==> src/hw/rtl/sdll_pkg.sv <==
// ----------------------------------------------------------------------------
// sdll_pkg
// Shared constants for the static doubly linked list: default sizes,
// operation codes, status codes and stream field widths.
// ----------------------------------------------------------------------------
package sdll_pkg;

    // default sizes
    localparam int SLOTS_DEF      = 64;
    localparam int DATA_WIDTH_DEF = 32;

    // stream field widths
    localparam int OP_W     = 3;
    localparam int POS_W    = 7;
    localparam int VAL_W    = 32;
    localparam int STAT_W   = 3;
    localparam int SLOT_W   = 6;
    localparam int S_DATA_W = 48;
    localparam int M_DATA_W = 64;

    // operation codes
    localparam logic [OP_W-1:0] OP_APPEND   = 3'd0;
    localparam logic [OP_W-1:0] OP_DELETE   = 3'd1;
    localparam logic [OP_W-1:0] OP_INSERT   = 3'd2;
    localparam logic [OP_W-1:0] OP_FIND_POS = 3'd3;
    localparam logic [OP_W-1:0] OP_FIND_VAL = 3'd4;

    // status codes
    localparam logic [STAT_W-1:0] ST_OK      = 3'd0;
    localparam logic [STAT_W-1:0] ST_EMPTY   = 3'd1;
    localparam logic [STAT_W-1:0] ST_RANGE   = 3'd2;
    localparam logic [STAT_W-1:0] ST_FULL    = 3'd3;
    localparam logic [STAT_W-1:0] ST_NOMATCH = 3'd4;

endpackage

==> src/hw/rtl/static_doubly_linked_list.sv <==
// ----------------------------------------------------------------------------
// static_doubly_linked_list
// Array-backed doubly linked list with a LIFO free stack, held in
// synchronous memories and driven by a small sequencer.
// ----------------------------------------------------------------------------
// One word is taken at a time. Append and insert at the tail go straight
// to the link writes and then the output handshake; delete, find by
// position and insert in the middle walk from the nearer end at one node
// per cycle (one read of the link memory per cycle), and the insert then
// makes its link writes. Find by value reads every node once and pauses
// only when a match meets a full output register. Slot 0 is the sentinel
// and lives in head/tail registers; the memories need no clearing after
// reset.
module static_doubly_linked_list #(
    parameter int SLOTS      = sdll_pkg::SLOTS_DEF,
    parameter int DATA_WIDTH = sdll_pkg::DATA_WIDTH_DEF
) (
    input  logic                          aclk,
    input  logic                          aresetn,
    input  logic                          s_tvalid,
    output logic                          s_tready,
    // op[2:0], position[9:3], value[41:10], zero fill
    input  logic [sdll_pkg::S_DATA_W-1:0] s_tdata,
    output logic                          m_tvalid,
    input  logic                          m_tready,
    // status[2:0], slot[8:3], data_out[40:9], prev_slot[46:41],
    // next_slot[52:47], length[58:53], zero fill
    output logic [sdll_pkg::M_DATA_W-1:0] m_tdata,
    output logic                          m_tlast
);

    localparam int AW = $clog2(SLOTS);
    localparam int SW = (DATA_WIDTH < sdll_pkg::VAL_W) ? DATA_WIDTH : sdll_pkg::VAL_W;
    localparam int CW = sdll_pkg::POS_W;

    localparam logic [2:0] S_IDLE   = 3'd0;
    localparam logic [2:0] S_DECODE = 3'd1;
    localparam logic [2:0] S_WALK   = 3'd2;
    localparam logic [2:0] S_SCAN   = 3'd3;
    localparam logic [2:0] S_LINK1  = 3'd4;
    localparam logic [2:0] S_LINK2  = 3'd5;
    localparam logic [2:0] S_EMIT   = 3'd6;

    // memories
    logic [SW-1:0] val_mem  [SLOTS];
    logic [AW-1:0] nxt_mem  [SLOTS];
    logic [AW-1:0] prv_mem  [SLOTS];
    logic [AW-1:0] free_mem [SLOTS-1];

    logic [SW-1:0] val_q;
    logic [AW-1:0] nxt_q, prv_q, free_q;

    // control and payload registers
    logic [2:0]                  state_reg, state_next;
    logic [AW-1:0]               len_reg, len_next;
    logic [AW-1:0]               fc_reg, fc_next;
    logic [AW-1:0]               head_reg, head_next;
    logic [AW-1:0]               tail_reg, tail_next;
    logic [sdll_pkg::OP_W-1:0]   op_reg;
    logic [CW-1:0]               pos_reg;
    logic [SW-1:0]               val_reg;
    logic [CW-1:0]               cnt_reg, cnt_next;
    logic                        dir_reg, dir_next;
    logic                        pend_reg, pend_next;
    logic [AW-1:0]               cur_reg;
    logic [AW-1:0]               a_reg, a_next;
    logic [AW-1:0]               b_reg, b_next;
    logic [sdll_pkg::STAT_W-1:0] res_status_reg, res_status_next;
    logic [AW-1:0]               res_slot_reg, res_slot_next;
    logic [SW-1:0]               res_data_reg, res_data_next;
    logic [AW-1:0]               res_prev_reg, res_prev_next;
    logic [AW-1:0]               res_next_reg, res_next_next;
    logic                        m_valid_reg;
    logic [sdll_pkg::M_DATA_W-1:0] m_data_reg;
    logic                        m_last_reg;

    // memory ports
    logic [AW-1:0] raddr;
    logic          val_we, nxt_we, prv_we, free_we;
    logic [AW-1:0] val_wa, nxt_wa, nxt_wd, prv_wa, prv_wd;

    logic          out_free, out_load, out_last;
    logic [CW-1:0] len7;
    logic          fwd, match;
    logic [AW-1:0] new_slot;

    assign s_tready = (state_reg == S_IDLE);
    assign m_tvalid = m_valid_reg;
    assign m_tdata  = m_data_reg;
    assign m_tlast  = m_last_reg;
    assign out_free = !m_valid_reg || m_tready;
    assign len7     = CW'(len_reg);
    assign fwd      = (pos_reg <= (len7 >> 1));
    assign match    = (val_q == val_reg);
    assign new_slot = (fc_reg != '0) ? free_q : AW'(len_reg + 1'b1);

    // sequencer
    always_comb begin
        state_next      = state_reg;
        len_next        = len_reg;
        fc_next         = fc_reg;
        head_next       = head_reg;
        tail_next       = tail_reg;
        cnt_next        = cnt_reg;
        dir_next        = dir_reg;
        pend_next       = pend_reg;
        a_next          = a_reg;
        b_next          = b_reg;
        res_status_next = res_status_reg;
        res_slot_next   = res_slot_reg;
        res_data_next   = res_data_reg;
        res_prev_next   = res_prev_reg;
        res_next_next   = res_next_reg;
        raddr           = cur_reg;
        val_we          = 1'b0;
        val_wa          = new_slot;
        nxt_we          = 1'b0;
        nxt_wa          = '0;
        nxt_wd          = '0;
        prv_we          = 1'b0;
        prv_wa          = '0;
        prv_wd          = '0;
        free_we         = 1'b0;
        out_load        = 1'b0;
        out_last        = 1'b1;

        unique case (state_reg)
            S_IDLE: begin
                if (s_tvalid) begin
                    state_next = S_DECODE;
                end
            end
            S_DECODE: begin
                // error results carry zeros
                res_slot_next = '0;
                res_data_next = '0;
                res_prev_next = '0;
                res_next_next = '0;
                dir_next      = fwd;
                cnt_next      = fwd ? (pos_reg - 1'b1) : (len7 - pos_reg);
                unique case (op_reg)
                    sdll_pkg::OP_APPEND, sdll_pkg::OP_INSERT: begin
                        priority if (op_reg == sdll_pkg::OP_INSERT &&
                                     (pos_reg == '0 || pos_reg > len7 + 1'b1)) begin
                            res_status_next = sdll_pkg::ST_RANGE;
                            state_next      = S_EMIT;
                        end else if (len_reg >= AW'(SLOTS - 1)) begin
                            res_status_next = sdll_pkg::ST_FULL;
                            state_next      = S_EMIT;
                        end else if (op_reg == sdll_pkg::OP_APPEND ||
                                     pos_reg == len7 + 1'b1) begin
                            a_next     = tail_reg;
                            b_next     = '0;
                            state_next = S_LINK1;
                        end else begin
                            raddr      = fwd ? head_reg : tail_reg;
                            state_next = S_WALK;
                        end
                    end
                    sdll_pkg::OP_DELETE, sdll_pkg::OP_FIND_POS: begin
                        priority if (len_reg == '0) begin
                            res_status_next = sdll_pkg::ST_EMPTY;
                            state_next      = S_EMIT;
                        end else if (pos_reg == '0 || pos_reg > len7) begin
                            res_status_next = sdll_pkg::ST_RANGE;
                            state_next      = S_EMIT;
                        end else begin
                            raddr      = fwd ? head_reg : tail_reg;
                            state_next = S_WALK;
                        end
                    end
                    sdll_pkg::OP_FIND_VAL: begin
                        if (len_reg == '0) begin
                            res_status_next = sdll_pkg::ST_EMPTY;
                            state_next      = S_EMIT;
                        end else begin
                            raddr      = head_reg;
                            cnt_next   = len7;
                            pend_next  = 1'b0;
                            state_next = S_SCAN;
                        end
                    end
                    default: begin
                        state_next = S_IDLE;
                    end
                endcase
            end
            S_WALK: begin
                if (cnt_reg == '0) begin
                    // target node is cur_reg, its links are on the read port
                    res_status_next = sdll_pkg::ST_OK;
                    res_slot_next   = cur_reg;
                    res_data_next   = val_q;
                    res_prev_next   = prv_q;
                    res_next_next   = nxt_q;
                    unique case (op_reg)
                        sdll_pkg::OP_INSERT: begin
                            a_next     = prv_q;
                            b_next     = cur_reg;
                            state_next = S_LINK1;
                        end
                        sdll_pkg::OP_DELETE: begin
                            // unlink and push on the free stack
                            if (prv_q == '0) begin
                                head_next = nxt_q;
                            end else begin
                                nxt_we = 1'b1;
                                nxt_wa = prv_q;
                                nxt_wd = nxt_q;
                            end
                            if (nxt_q == '0) begin
                                tail_next = prv_q;
                            end else begin
                                prv_we = 1'b1;
                                prv_wa = nxt_q;
                                prv_wd = prv_q;
                            end
                            free_we    = 1'b1;
                            fc_next    = fc_reg + 1'b1;
                            len_next   = len_reg - 1'b1;
                            state_next = S_EMIT;
                        end
                        default: begin
                            state_next = S_EMIT;
                        end
                    endcase
                end else begin
                    raddr    = dir_reg ? nxt_q : prv_q;
                    cnt_next = cnt_reg - 1'b1;
                end
            end
            S_SCAN: begin
                // hold the node while an earlier match waits for the output
                if (!(match && pend_reg && !out_free)) begin
                    if (match) begin
                        if (pend_reg) begin
                            out_load = 1'b1;
                            out_last = 1'b0;
                        end
                        pend_next       = 1'b1;
                        res_status_next = sdll_pkg::ST_OK;
                        res_slot_next   = cur_reg;
                        res_data_next   = val_q;
                        res_prev_next   = prv_q;
                        res_next_next   = nxt_q;
                    end
                    if (cnt_reg == CW'(1)) begin
                        if (!match && !pend_reg) begin
                            res_status_next = sdll_pkg::ST_NOMATCH;
                            res_slot_next   = '0;
                            res_data_next   = '0;
                            res_prev_next   = '0;
                            res_next_next   = '0;
                        end
                        state_next = S_EMIT;
                    end else begin
                        raddr    = nxt_q;
                        cnt_next = cnt_reg - 1'b1;
                    end
                end
            end
            S_LINK1: begin
                // write the new node
                val_we          = 1'b1;
                nxt_we          = 1'b1;
                nxt_wa          = new_slot;
                nxt_wd          = b_reg;
                prv_we          = 1'b1;
                prv_wa          = new_slot;
                prv_wd          = a_reg;
                if (fc_reg != '0) begin
                    fc_next = fc_reg - 1'b1;
                end
                res_status_next = sdll_pkg::ST_OK;
                res_slot_next   = new_slot;
                res_data_next   = val_reg;
                res_prev_next   = a_reg;
                res_next_next   = b_reg;
                state_next      = S_LINK2;
            end
            S_LINK2: begin
                // point the neighbors at the new node, length moves with head/tail
                if (a_reg == '0) begin
                    head_next = res_slot_reg;
                end else begin
                    nxt_we = 1'b1;
                    nxt_wa = a_reg;
                    nxt_wd = res_slot_reg;
                end
                if (b_reg == '0) begin
                    tail_next = res_slot_reg;
                end else begin
                    prv_we = 1'b1;
                    prv_wa = b_reg;
                    prv_wd = res_slot_reg;
                end
                len_next   = len_reg + 1'b1;
                state_next = S_EMIT;
            end
            S_EMIT: begin
                if (out_free) begin
                    out_load   = 1'b1;
                    state_next = S_IDLE;
                end
            end
            default: begin
                state_next = S_IDLE;
            end
        endcase
    end

    // memory ports, read data registered
    always_ff @(posedge aclk) begin
        if (val_we) begin
            val_mem[val_wa] <= val_reg;
        end
        if (nxt_we) begin
            nxt_mem[nxt_wa] <= nxt_wd;
        end
        if (prv_we) begin
            prv_mem[prv_wa] <= prv_wd;
        end
        if (free_we) begin
            free_mem[fc_reg] <= cur_reg;
        end
        val_q  <= val_mem[raddr];
        nxt_q  <= nxt_mem[raddr];
        prv_q  <= prv_mem[raddr];
        free_q <= free_mem[fc_reg - 1'b1];
    end

    // control state
    always_ff @(posedge aclk) begin
        if (!aresetn) begin
            state_reg   <= S_IDLE;
            len_reg     <= '0;
            fc_reg      <= '0;
            head_reg    <= '0;
            tail_reg    <= '0;
            pend_reg    <= 1'b0;
            m_valid_reg <= 1'b0;
        end else begin
            state_reg <= state_next;
            len_reg   <= len_next;
            fc_reg    <= fc_next;
            head_reg  <= head_next;
            tail_reg  <= tail_next;
            pend_reg  <= pend_next;
            if (out_load) begin
                m_valid_reg <= 1'b1;
            end else if (m_tready) begin
                m_valid_reg <= 1'b0;
            end
        end
    end

    // payload
    always_ff @(posedge aclk) begin
        if (s_tvalid && s_tready) begin
            op_reg  <= s_tdata[2:0];
            pos_reg <= s_tdata[9:3];
            val_reg <= s_tdata[10 +: SW];
        end
        cur_reg         <= raddr;
        cnt_reg         <= cnt_next;
        dir_reg         <= dir_next;
        a_reg           <= a_next;
        b_reg           <= b_next;
        res_status_reg  <= res_status_next;
        res_slot_reg    <= res_slot_next;
        res_data_reg    <= res_data_next;
        res_prev_reg    <= res_prev_next;
        res_next_reg    <= res_next_next;
        if (out_load) begin
            m_data_reg <= {5'd0,
                           sdll_pkg::SLOT_W'(len_reg),
                           sdll_pkg::SLOT_W'(res_next_reg),
                           sdll_pkg::SLOT_W'(res_prev_reg),
                           sdll_pkg::VAL_W'(res_data_reg),
                           sdll_pkg::SLOT_W'(res_slot_reg),
                           res_status_reg};
            m_last_reg <= out_last;
        end
    end

    // checks
    a_len_bound: assert property (@(posedge aclk) disable iff (!aresetn)
        (len_reg + fc_reg) <= AW'(SLOTS - 1))
        else $error("list length plus free count exceeds the store");

    a_head_empty: assert property (@(posedge aclk) disable iff (!aresetn)
        (len_reg == '0) == (head_reg == '0))
        else $error("head link disagrees with list length");

    a_tail_empty: assert property (@(posedge aclk) disable iff (!aresetn)
        (len_reg == '0) == (tail_reg == '0))
        else $error("tail link disagrees with list length");

    a_err_last: assert property (@(posedge aclk) disable iff (!aresetn)
        (m_tvalid && m_tdata[2:0] != sdll_pkg::ST_OK) |-> m_tlast)
        else $error("error word not marked last");

    a_busy_no_accept: assert property (@(posedge aclk) disable iff (!aresetn)
        (state_reg == S_WALK || state_reg == S_SCAN) |-> !s_tready)
        else $error("input accepted during a walk");

endmodule
==> config.mk <==
export PLATFORM = sky130hd
export DESIGN_NAME = static_doubly_linked_list
export DESIGN_NICKNAME = d
export VERILOG_FILES = /design/src/hw/rtl/sdll_pkg.sv /design/src/hw/rtl/static_doubly_linked_list.sv
export SDC_FILE = /design/constraint.sdc
export NUM_CORES = 2
export LEC_CHECK = 0
export BUFFER_PORTS_ARGS = -buffer_cell sky130_fd_sc_hd__buf_4
export CAP_MARGIN = 20
export CORE_MARGIN = 2
export CORE_UTILIZATION = 40
export CTS_BUF_LIST = sky130_fd_sc_hd__clkbuf_4
export DETAILED_ROUTE_END_ITERATION = 10
export PLACE_DENSITY = 0.53
export SKIP_CTS_REPAIR_TIMING = 1
export SLEW_MARGIN = 20
export SYNTH_ARGS = -nofsm -noshare
export SYNTH_HDL_FRONTEND = slang
export SYNTH_SLANG_ARGS = --single-unit
==> constraint.sdc <==
create_clock -name aclk -period 6.3 [get_ports aclk]
set_input_delay 0.63 -clock aclk [delete_from_list [all_inputs] [get_ports aclk]]
set_output_delay 0.63 -clock aclk [all_outputs]
set_load 0.005 [all_outputs]
== Word level (Yosys, flattened, before mapping) ==
Memory sizes are Yosys's and may differ from the RTL's. A register that Yosys moved wholly into a read port is not among the register bits.
Index checks and enable logic that the tools add are counted.

* Memories: 4
* Latch bits: 0
* Output and inout port bits: 67
* Flip-flop bits (word level): 210
* Memory bits (writable): 3194
* Bits in read-only memories: 0
* Logic and storage cells: 278

{| class="wikitable"
|+ Memories
! name !! depth !! bits a word !! read ports !! clocked after memory_dff !! wr ports !! line !! source
|-
| val_mem || 64 || 32 || 1 || 1 || 1 || static_doubly_linked_list.sv:45 || <nowiki>logic [SW-1:0] val_mem [SLOTS];</nowiki>
|-
| nxt_mem || 64 || 6 || 1 || 1 || 1 || static_doubly_linked_list.sv:46 || <nowiki>logic [AW-1:0] nxt_mem [SLOTS];</nowiki>
|-
| prv_mem || 64 || 6 || 1 || 1 || 1 || static_doubly_linked_list.sv:47 || <nowiki>logic [AW-1:0] prv_mem [SLOTS];</nowiki>
|-
| free_mem || 63 || 6 || 1 || 1 || 1 || static_doubly_linked_list.sv:48 || <nowiki>logic [AW-1:0] free_mem [SLOTS-1];</nowiki>
|}

* Multiply operators: 0
* Mux-type cells: 157
* Add/sub/neg operators: 8
* Div/mod/pow operators: 0
* Reductions and logical operators: 43
* Eq/ne operators: 38
* Magnitude comparators: 4
* Shift operators: 0
* Bitwise logic cells: 2

{| class="wikitable"
|+ Operators by type and width
! kind !! count
|-
| $mux 6 || 68
|-
| $mux 32 || 5
|-
| $pmux 32 s4 || 1
|-
| $pmux 6 s3 || 6
|-
| $pmux 6 s2 || 6
|-
| $pmux 6 s4 || 3
|-
| $mux 3 || 21
|-
| $mux 7 || 6
|-
| $ne 2x2->1 const B || 20
|-
| $eq 32x32->1 || 1
|-
| $mux 1 || 31
|-
| $logic_not 6->1 || 5
|-
| $pmux 3 s7 || 1
|-
| $pmux 7 s3 || 1
|-
| $reduce_and 5->1 || 4
|-
| $pmux 3 s3 || 2
|-
| $logic_not 7->1 || 2
|-
| $reduce_and 7->1 || 2
|-
| $sub 7x1->7 const B || 2
|-
| $add 6x1->6 const B || 2
|-
| $eq 3x2->1 const B || 4
|-
| $eq 3x3->1 const B || 4
|-
| $pmux 3 s4 || 1
|-
| $sub 6x1->6 const B || 2
|-
| 29 further kinds || 52
|}

== Longest topological paths before layout ==
* Word-level depth: 8
* Mapped depth: 22

== Worst setup path after synthesis ==
Ideal clock, no wire load.

* Path type: reg-to-reg
* Start: register val_reg[22]
* End: register m_data_reg, in the netlist m_tdata[0] (enable)
* Data arrival time: 4.698 ns
* Clock period less this slack: 5.176 ns
* Slack: 1.124 ns
* Buffers on the path: 0
* Stages on the path, launching flop included: 7
* Required time: 5.822 ns
* Setup time: 0.478 ns
* Path through: edfxtp_1 xor2_1 nor4_1 nand4_1 nor3_1 a22oi_1 nor2_1

* Longest elaborated chain between the ends: 5

{| class="wikitable"
|+ RTL lines
! item !! line !! source
|-
| start, declared || static_doubly_linked_list.sv:61 || <nowiki>logic [SW-1:0] val_reg;</nowiki>
|-
| start signal, assigned || static_doubly_linked_list.sv:362 || <nowiki>val_reg <= s_tdata[10 +: SW];</nowiki>
|-
| $eq 32x32->1 (*) || static_doubly_linked_list.sv:94 || <nowiki>assign match = (val_q == val_reg);</nowiki>
|-
| $logic_and 1x1->1 (2 in series) || static_doubly_linked_list.sv:234 || <nowiki>if (!(match && pend_reg && !out_free)) begin</nowiki>
|-
| $mux 1 (*) || static_doubly_linked_list.sv:234 ||
|-
| $pmux 1 s2 (*) || static_doubly_linked_list.sv:127 || <nowiki>unique case (state_reg)</nowiki>
|-
| net out_load || static_doubly_linked_list.sv:82 || <nowiki>logic out_free, out_load, out_last;</nowiki>
|-
| end signal, assigned || static_doubly_linked_list.sv:375 || <nowiki>m_data_reg <= {5'd0,</nowiki>
|-
| end, declared || static_doubly_linked_list.sv:74 || <nowiki>logic [sdll_pkg::M_DATA_W-1:0] m_data_reg;</nowiki>
|}

The timed path passes the listed nets; every way through them passes the cells marked *.
A chain may end at the register's enable or synchronous reset.

== Final worst setup path ==
* Start: register len_reg[1]
* End: register nxt_q[0], read port of nxt_mem

* Longest elaborated chain between the ends: 8

{| class="wikitable"
|+ RTL lines
! item !! line !! source
|-
| start, declared || static_doubly_linked_list.sv:55 || <nowiki>logic [AW-1:0] len_reg, len_next;</nowiki>
|-
| start signal, assigned || static_doubly_linked_list.sv:344 || <nowiki>len_reg <= len_next;</nowiki>
|-
| parallel branches: the longest is 6 deep, another holds $add 6x1->7 || -- ||
|-
| $pmux 6 s3 (*) || static_doubly_linked_list.sv:141 || <nowiki>unique case (op_reg)</nowiki>
|-
| $pmux 6 s3 (*) || static_doubly_linked_list.sv:127 ||
|-
| end, declared || static_doubly_linked_list.sv:51 || <nowiki>logic [AW-1:0] nxt_q, prv_q, free_q;</nowiki>
|}

Every way passes the cells marked *.

==> metrics.yaml <==
coreArea_sq_um: 349000
tightest_slew_ns: 1.11
holdCritStartpoint: "s_tdata[0]"
hold_path.class: "input port to flip-flop"
p_seq_share_pct: 35.8
synthCells: 8838
r2r_cells: 19
p_int_mw: 48.8
grt_overflow_total: 0
grt_max_degree: 133
whs_endpoint: "op_reg[0]"
tritoncts: "done"
synth_edf_count: 3369
drt-initial-drc-count: 9160
fin_setup_tns_ns: 0
ys_seq_area_share_pct: 73.6
fin_nets: 9845
yosys_warnings: 0
vias: 86547
synth_area_leaders: "edfxtp_1 72%, mux2i_1 5.2%, nand2_1 2.7%"
crit_path_cell_trace: "ha_1 -> nand3_1 -> xnor2_1 -> ha_1 -> and3_1 -> a221o_1 -> a31o_2 -> or3_1 -> a221oi_4 -> nor4_2 -> buf_12 -> inv_8 -> buf_12 -> o211ai_1 -> a21oi_1 -> a211oi_1 -> nor4_1 -> buf_4 -> nand4_1"
grt_pass1_wl_mm: 606
clkSinkCount: 3454
dp_hpwl_mm: 255
reg2reg_to: "nxt_q[0]"
initial_core_util_pct: 40.1
p_leak_nw: 56.3
fmax_mhz: 167
dieArea_sq_um: 354000
synth_most_common_cell: "edfxtp_1"
outcome: "complete, no violations"
powerDensity_nw_per_um2: 500
clock_latency_ns: 1.66
post-route-util_pct: 46.3
ys.flop_type: "edfxtp_1"
finalHoldViolCount: 0
drc: 0
multi_input_area_sq_um: 34000
num-fill-cells: 30566
ir_worst_vdd_mv: 0.497
fin_skew_ns: 0.215
crit_buf_inv: 4
area_growth_pct: 15.5
ant_nets: 0
ys_top_cells_by_count: "3369 x edfxtp_1, 996 x nand2_1, 724 x mux2i_1"
start_kind: "flip-flop"
synth_area_per_cell_sq_um: 15.8
vias_per_cell: 5.75
rrSetupSlack_ns: 0.32
r2r-start: "len_reg[1]"
io_buffers: 107
rsz0062_at_grt: "no"
cts_buffers: 872
cp.required_ns: 7.79
slew_viol_final: 0
crit_path_max_fanout: 59
ctsRootBufferMaster: "clkbuf_4"
fp.dieH_um: 595
synth_area_sq_um: 140000
p_sw_mw: 32.0
grt_use_total_pct: 23.5
cp_slowest_cell: "nor4_1"
grt_pass1_vias: 85428
whs_path_depth: 3
ys_types: 78
rows: 217
clk_pin_slew_worst_paths_ns: 0.06
reg_top3: "val_mem: 2048 flops, nxt_mem: 384 flops, prv_mem: 384 flops"
cp.arrival_ns: 7.47
ios: 119
critical_path_class: "flip-flop to flip-flop"
cap_violations: 0
clk_path_buf_depth: 4
power.share.combinational_pct: 40.3
critPathCaptureType: "flip-flop"
register_area_sq_um: 103000
largest_reg_flops: 2048
cp_top_family: "compound AO/OA/AOI/OAI gates"
regMostFlops: "val_mem"
wl_mm: 429
drive_gt1_share_pct: 23.5
htree_levels: 6
place_congestion: 0.859
synth_top_area_cell: "edfxtp_1"
final_cell_area_sq_um: 162000
async_flop_share_pct: 0
p_clk_share_pct: 23.9
switching_share_pct: 39.6
synth_seq_cells: 3454
wire_per_inst_um: 28.5
critPathMaxStageDelay_ns: 0.56
finalPower_mw: 80.8
max_slew_margin_pct: 25.8
dr.pass1.iters: 9
placed_cell_area_sq_um: 149000
die_w_um: 595
setup_viol: 0
finalCritPeriodShare_pct: 95.0
fin_crit_ns: 5.98
antenna_found_initial: 30
yosys.area.top_type_share_pct: 72.3
==> worst reg2reg max path: cells and delay by family (launching register included) <==
kind	cells	cell delay, ns
DFF	1	0.53
and+or+nand+nor	6	1.57
xor gates and xnor gates	1	0.28
adders and majority gates	2	0.64
buffers and inverters	4	1.14
AOI/OAI and AO/OA	6	1.68
==> routing by layer <==
metal	wire, um	up-vias	track usage, %
met5	0	-	0
met4	13100	0	8.04
met3	35400	691	4.40
met2	199000	3919	37.1
met1	181000	44345	32.7
li1	-	37592	-
==> stage by stage <==
step                      instances  setup WS (ns)  hold slack, ns
after global placement        13397          0.374           0.437
after global routing          15038         0.0127           0.182
final                         15057          0.316           0.245
after floorplan                8842           1.12           0.420
after CTS                     14943          0.309           -1.04
after detailed placement      13399          0.378           0.440
==> worst max path at each step <==
| stage | from | endpoint | depth (start not counted) | slack, ns |
|---|---|---|---|---|
| after floorplan | val_reg[22] | m_tdata[0] | 6 | 1.12 |
| after global placement | len_reg[1] | nxt_q[0] | 19 | 0.37 |
| after detailed placement | len_reg[1] | nxt_q[0] | 19 | 0.38 |
| after CTS | len_reg[1] | nxt_q[0] | 19 | 0.31 |
| after global routing | len_reg[1] | val_q[29] | 19 | 0.01 |
| final | len_reg[1] | nxt_q[0] | 19 | 0.32 |
==> layout make-up <==
cell class                      instances  area share, %
Clock inverter                        209          0.845
Clock buffer                         1335           6.20
Antenna cell                           21         0.0325
Inverter                              258          0.609
Timing Repair Buffer                  691           4.04
Tap cell                             4599           3.56
Multi-Input combinational cell       4490           21.0
Sequential cell                      3454           63.7
==> cell families (layout without fill, tap and decap cells) <==
group / count (synthesis) / in the layout / synth area share [%]
XOR/XNOR: 60 / 60 / 0.376
flip-flops: 3454 / 3454 / 73.6
adder cells (fa/ha/maj): 26 / 26 / 0.238
AND/OR/NAND/NOR: 1736 / 1736 / 5.25
buffers and inverters: 898 / 2493 / 2.68
other: 1 / 26 / 0.00268
multiplexers: 1022 / 1022 / 8.50
AO/OA/AOI/OAI: 1641 / 1641 / 9.40
==> placed cells by master, fill, tap and decap left out, drive strengths merged, types with 178 or more instances in the layout <==
cell type	n
nor2	370
a211oi	228
mux2	184
inv	274
a32oi	221
a21oi	192
o211ai	178
clkbuf	1335
buf	598
mux2i	724
edfxtp	3369
nand2	996
==> power by group through the flow <==
stage | clock, mW | combinational (mW) | sequential (mW)
2_1_floorplan | 0 | 18.1 | 29.1
3_3_place_gp | 0 | 32.0 | 29.3
3_5_place_dp | 0 | 32.4 | 29.3
4_1_cts | 19.8 | 32.5 | 28.8
5_1_grt | 20.9 | 34.5 | 28.9
6_report | 19.3 | 32.6 | 28.9
(Power assumes the default switching activity.)
